File: src/hdl/mrpt_pkg.sv
// ----------------------------------------------------------------------------
// mrpt_pkg
// shared types and constants for the probable-prime tester
// ----------------------------------------------------------------------------
package mrpt_pkg;

   localparam int unsigned CAND_WIDTH  = 31;
   localparam int unsigned ROUND_WIDTH = 8;
   localparam int unsigned SEED_WIDTH  = 32;
   localparam int unsigned CSR_INDEX_WIDTH = 1;
   localparam logic [SEED_WIDTH-1:0] LFSR_TAPS = 32'h8020_0003;
   localparam logic [ROUND_WIDTH-1:0] ROUND_COUNT_RESET = 8'd50;
   localparam logic [SEED_WIDTH-1:0]  WITNESS_SEED_RESET = 32'd1;

   localparam logic [CSR_INDEX_WIDTH-1:0] REG_ROUND_COUNT  = 1'b0;
   localparam logic [CSR_INDEX_WIDTH-1:0] REG_WITNESS_SEED = 1'b1;

   typedef enum logic [3:0] {
      ST_IDLE,
      ST_SPLIT,
      ST_DRAW,
      ST_REDUCE,
      ST_POW_MUL,
      ST_POW_SQR,
      ST_CHECK,
      ST_SQUARE,
      ST_SQUARE_CHECK,
      ST_DONE
   } state_type;

   typedef enum logic [1:0] {
      OP_NONE,
      OP_MULMOD,
      OP_MOD
   } op_type;

   typedef struct packed {
      logic   start;
      op_type op;
   } mod_cmd_type;

   typedef struct packed {
      logic busy;
      logic done;
   } mod_status_type;

endpackage

File: src/hdl/mrpt_modmul.sv
// ----------------------------------------------------------------------------
// mrpt_modmul
// shared modular unit: (a*b) mod m or a mod m, one dividend bit per cycle
// ----------------------------------------------------------------------------
module mrpt_modmul #(
   parameter int unsigned WIDTH = 32
) (
   input  logic                     clock,
   input  logic                     reset,
   input  mrpt_pkg::mod_cmd_type    cmd,
   input  logic [WIDTH-1:0]         op_a,
   input  logic [WIDTH-1:0]         op_b,
   input  logic [WIDTH-1:0]         modulus,
   output mrpt_pkg::mod_status_type status,
   output logic [WIDTH-1:0]         result
);

   localparam int unsigned PW = 2 * WIDTH;
   localparam int unsigned CW = $clog2(PW + 1);

   logic [PW-1:0]    dividend_ff, dividend_in;
   logic [WIDTH:0]   rem_ff, rem_in;
   logic [WIDTH-1:0] mod_ff, mod_in;
   logic [CW-1:0]    count_ff, count_in;
   logic             busy_ff, busy_in;
   logic             done_ff, done_in;
   logic [WIDTH:0]   shifted;
   logic [WIDTH:0]   mod_ext;

   assign mod_ext = {1'b0, mod_ff};

   always_comb begin
      dividend_in = dividend_ff;
      rem_in      = rem_ff;
      mod_in      = mod_ff;
      count_in    = count_ff;
      busy_in     = busy_ff;
      done_in     = 1'b0;
      shifted     = {rem_ff[WIDTH-1:0], dividend_ff[PW-1]};
      if (cmd.start && !busy_ff) begin
         mod_in   = modulus;
         rem_in   = '0;
         busy_in  = 1'b1;
         count_in = CW'(PW);
         if (cmd.op == mrpt_pkg::OP_MULMOD) begin
            dividend_in = op_a * op_b;
         end else begin
            dividend_in = {op_a, {WIDTH{1'b0}}};
            count_in    = CW'(WIDTH);
         end
      end else if (busy_ff) begin
         dividend_in = {dividend_ff[PW-2:0], 1'b0};
         if (shifted >= mod_ext) begin
            rem_in = shifted - mod_ext;
         end else begin
            rem_in = shifted;
         end
         count_in = count_ff - 1'b1;
         if (count_ff == CW'(1)) begin
            busy_in = 1'b0;
            done_in = 1'b1;
         end
      end
   end

   always_ff @(posedge clock) begin
      if (reset) begin
         busy_ff  <= 1'b0;
         done_ff  <= 1'b0;
         count_ff <= '0;
      end else begin
         busy_ff  <= busy_in;
         done_ff  <= done_in;
         count_ff <= count_in;
      end
      dividend_ff <= dividend_in;
      rem_ff      <= rem_in;
      mod_ff      <= mod_in;
   end

   assign status.busy = busy_ff;
   assign status.done = done_ff;
   assign result      = rem_ff[WIDTH-1:0];

endmodule

File: config.mk
export PLATFORM = sky130hd
export DESIGN_NAME = mrpt_modmul
export DESIGN_NICKNAME = d
export VERILOG_FILES = /design/src/hdl/mrpt_pkg.sv /design/src/hdl/mrpt_modmul.sv
export SDC_FILE = /design/constraint.sdc
export NUM_CORES = 2
export LEC_CHECK = 0
export BUFFER_PORTS_ARGS = -buffer_cell sky130_fd_sc_hd__buf_2
export CAP_MARGIN = 20
export CORE_ASPECT_RATIO = 0.75
export CORE_UTILIZATION = 25
export DETAILED_ROUTE_END_ITERATION = 16
export MAX_ROUTING_LAYER = met4
export PLACE_DENSITY = 0.46
export SLEW_MARGIN = 20
export SYNTH_ARGS = -nofsm -noshare
export SYNTH_HDL_FRONTEND = slang
export SYNTH_SLANG_ARGS = --single-unit
File: constraint.sdc
create_clock -name clock -period 9.7 [get_ports clock]
set_clock_uncertainty 0.2 [all_clocks]
set_input_delay 0.97 -clock clock [delete_from_list [all_inputs] [get_ports clock]]
set_output_delay 0.97 -clock clock [all_outputs]
set_load 0.02 [all_outputs]
; After elaboration in Yosys (flattened, before gate mapping)
; Cells that the tools add are included.
[totals]
in_bits = 101
output_inout_bits = 34
reg_bits = 137
[classes]
n_addsub = 2
mux = 11
n_eq_ne = 2
n_reduce_logical = 4
order_cmp = 1
bitwise_logic = 1
n_mul = 1
[ops]
columns = operator, count
row1 = $mux W64, 3
row2 = $mul A32 B32 Y64, 1
row3 = $ge A33 B32 Y1, 1
row4 = $mux W32, 1
row5 = $sub A32 B32 Y32, 1
row6 = $mux W7, 3
row7 = $eq A7 B1 Y1 const B, 1
row8 = $sub A7 B1 Y7 const B, 1
row9 = $mux W1, 4
row10 = $reduce_or A3 Y1, 1
row11 = $eq A2 B1 Y1 const B, 1
row12 = $reduce_bool A2 Y1, 1
row13 = $logic_and A1 B1 Y1, 1
row14 = $logic_not A1 Y1, 1
row15 = $not A1 Y1, 1

; Longest topological paths before layout
[depth]
depth_word = 4
depth_mapped = 28
depth_no_buf = 26

; Worst setup path before layout
; OpenSTA, ideal clock, no wires.
[synth_path]
path_kind = input-to-reg
from = input op_b[2]
to = register dividend_ff[63], data pin
required_time_ns = 9.239
cell_stages = 25
arrival_time_ns = 7.614
setup_time_ns = 0.261
slack_ns = 1.625
n_path_buf = 1
path_cell_list = clkbuf_1 > and2_1 > fa_1 > inv_1 > fa_1 > fa_1 > fa_1 > inv_1 > fa_1 > inv_1 > fa_1 > inv_1 > fa_1 > fa_1 > ha_1 > nand2_1 > a211o_1 > a211oi_2 > o21ai_1 > a21o_1 > or4b_4 > a211oi_2 > o31ai_1 > xnor2_1 > o21ai_1
[synth_via]
elab_chain_len = 3
[synth_rtl]
columns = element, line
row1 = from (decl), mrpt_modmul.sv:12  ; input logic [WIDTH-1:0] op_b,
row2 = $mul A32 B32 Y64, mrpt_modmul.sv:46  ; dividend_in = op_a * op_b;
row3 = $mux W64, mrpt_modmul.sv:45  ; if (cmd.op == mrpt_pkg::OP_MULMOD) begin
row4 = $mux W64, mrpt_modmul.sv:40  ; if (cmd.start && !busy_ff) begin
row5 = named net dividend_in[63], mrpt_modmul.sv:21  ; logic [PW-1:0] dividend_ff, dividend_in;
row6 = to (signal assigned), mrpt_modmul.sv:76  ; dividend_ff <= dividend_in;
row7 = to (decl), mrpt_modmul.sv:21
; The timed path passes the listed nets, and every way through them passes these cells.
; A chain may end at the register's enable or synchronous reset.

; Worst setup path in the final report
[layout_path]
from = input op_b[9]
to = register dividend_ff[60], data pin
; Same word-level chain as after synthesis.

==> impl_results.md <==
* Status: finished, final reports clean
* Setup crit start kind: input port
* Cell row count at 127
* Tmin final at 8910 ps
* Layout cells sized above 1 at 6.04%
* CP Capture Type: flop
* Largest net degree at the start of global routing at 72
* Total Routed Length at 126000 um
* Vias per std cell at 4.47
* Netlist Area Pre-Place at 40500 um2
* Hold WC Path Type: reg -> reg
* Synthesis warning total at 0
* Core Region at 160000 um2
* IO Pins at 135
* Syn_nets at 5717
* Tightest Pin Transition at 1040 ps
* Crit path kind: in -> reg
* Total grt overflow at 0
* CTS tree: built
* Worst setup startpoint: op_b[9]
* Final Max Slew Viols at 0
* First DRT Iteration DRCs at 1886
* Die span in x at 467 um
* Synthesis-stage register bit count at 137
* I/O Buffers at 134
* Post-synth top area share at 44.4%
* Worst-Skew Late Latency at 450 ps
* Final period utilization at 91.8%
* Post-synth ARST share at 0%
* Clock Sinks at 137
* Wire per inst at 19.3 um
* Number of synthesized flops with an enable pin at 96
* Clk pin slew, worst setup/hold paths at 60 ps
* Resize count post-CTS at 0
* Seq/Total Area, Yosys at 9.15%
* Via Count at 29300
* Crit-path max FO at 20
* Reg2reg start: rem_ff[25]$_SDFFE_PP0P_
* Synth area leaders: fa_1 44%, and2_1 9.2%, ha_1 9.2%
* Number of routed nets with antenna violations at 0
* Crit path DAT at 8900 ps
* Initial Util at 25.2%
* Area delta synth->final at 8.95%
* Setup TNS at 0 ps
* Reg2reg end: rem_ff[30]$_SDFFE_PP0P_
* Max cap viols at 0
* Chip Height at 350 um
* Endpoint of the worst hold path: rem_ff[3]$_SDFFE_PP0P_
* Post-synth top flop: edfxtp_1
* Mean Syn Cell Area at 9.15 um2
* Post-synth top area cell: fa_1
* All-Layer GR Usage at 16.3%
* Initial antenna violation count at 24
* Relative slew slack at 30.2%
* DRT Pass-1 Iters at 5
* Filler instances at 17100
* Nets at 5705
* WP data required at 9690 ps
* R2R Setup Slk at 6240 ps
* Max Fclk at 0.112 GHz
* Clock buffer depth at 2
* Num CTS Buffers at 17
* Worst reg2reg path depth at 10
* CTS Hold Bufs at 0
* Hold Path Origin: rem_ff[3]$_SDFFE_PP0P_
* CTS root buf: clkbuf_16
* H-tree depth at 4
* Hold depth at 2
* # setup viols final at 0
* RSZ-0062 raised after global routing: false
* Hpwl dp at 104000 um
* First-pass GRT wire length at 198000 um
* Post-synthesis cell type count at 71
* DRC viols at 0
* Die area at 164000 um2
* Post-synthesis cell count at 4422
* Final Hold Viols at 0
* Vias in the first global route at 31300
* Setup Buffers After CTS at 0
* Critical Path Max Stage Delay at 560 ps
* RD Place Congestion at 0.864
* Cell seen most often among critical-path stages: fa_1
* Final core occ at 27.5%
* Slowest CP cell: a21oi_1
-- cell usage after synthesis, types with 5 or more instances --
cell and instances:
a32oi_1 10, a31oi_1 19, xor2_1 39, xnor2_1 46
dfxtp_1 41, buf_2 8, nand2_1 578, ha_1 297
o31ai_1 6, a21o_1 51, nand3_1 24, and4_1 5
or3_1 7, a22oi_1 9, mux2i_1 11, a211o_1 7
edfxtp_1 96, nand2b_1 14, nor2_1 83, o21bai_1 17
nand4_1 22, a22o_1 5, or2_2 5, a211oi_1 8
o21ai_0 114, o21a_1 18, o211ai_1 7, and2_1 594
buf_1 7, inv_1 895, nor2b_1 16, and3_1 18
nor3_1 13, fa_1 897, clkbuf_1 229, a21oi_1 139
-- logic make-up (layout without fill, tap and decap cells) --
kind of cell	Yosys count	after routing	share of synthesized area, %
AND/OR/NAND/NOR	1391	1391	17.4
adder cells (fa/ha/maj)	1194	1194	53.6
buffers and inverters	1143	1144	10.6
AO/OA/AOI/OAI	461	461	7.16
flip-flops	137	137	9.15
XOR/XNOR	85	85	1.84
multiplexers	11	11	0.272
other	0	10	0
-- metal layers --
metal / wire length [um] / track usage, %
met3: 5660 / 1.62
met4: 1560 / 2.10
met2: 54900 / 24.3
met1: 64200 / 24.3
met5: 0 / -
-- worst max-delay path, delay by kind of cell --
family	cells	cell delay (ps)
AOI/OAI and AO/OA	8	2140
adders and majority gates	9	4030
buffers and inverters	6	1180
muxes	1	120
and+or+nand+nor	2	420
-- worst max path at each step --
stage	end	cells after the start
after floorplan	dividend_ff[63]$_DFFE_PP_	25
after CTS	dividend_ff[60]$_DFFE_PP_	26
final	dividend_ff[60]$_DFFE_PP_	26
after detailed placement	dividend_ff[60]$_DFFE_PP_	25
after global placement	dividend_ff[60]$_DFFE_PP_	26
after global routing	dividend_ff[60]$_DFFE_PP_	25
-- area by class of cell --
cell class              instances  area (um2)  share of cell area [%]
clock buffers                  20         468                    1.06
repair buffers                216        1310                    2.97
inverters                     896        3360                    7.63
clock inverters                12        88.8                   0.201
well taps                    2128        2660                    6.04
flip-flops and latches        137        3700                    8.40
diodes                         10        25.0                  0.0568
multi-input cells            3142       32500                    73.6
-- registers in the layout, indices dropped and copies added, names as in the netlist --
signal	flops
count_ff	7
rem_ff	32
mod_ff	32
busy_ff	1
done_ff	1
dividend_ff	64
-- placed cells by master (no fill, tap or decap), types with 9 or more instances in the layout --
master / n
a21o_1: 51
a21oi_1: 139
a22oi_1: 9
a31oi_1: 19
a32oi_1: 10
and2_1: 594
and3_1: 18
buf_2: 134
buf_4: 80
clkbuf_16: 18
dfxtp_1: 41
diode_2: 10
edfxtp_1: 96
fa_1: 897
ha_1: 297
inv_1: 893
mux2i_1: 11
nand2_1: 576
nand2b_1: 14
nand3_1: 24
nand4_1: 22
nor2_1: 82
nor2b_1: 16
nor3_1: 13
o21a_1: 18
o21ai_0: 114
o21bai_1: 17
xnor2_1: 46
xor2_1: 39
-- metrics by stage --
step	hold slack, ps	instance area, um2	cells	worst slack, ps
finish	295	44100	6561	793
global route	322	44100	6558	562
CTS	303	44100	6551	842
detailed placement	293	43500	6519	391
global placement	291	43500	6519	393
floorplan	245	40500	4422	1620
Power is left out: the tool's default activity adds up to more than one toggle a clock period on the data nets, which glitch-free logic cannot reach.
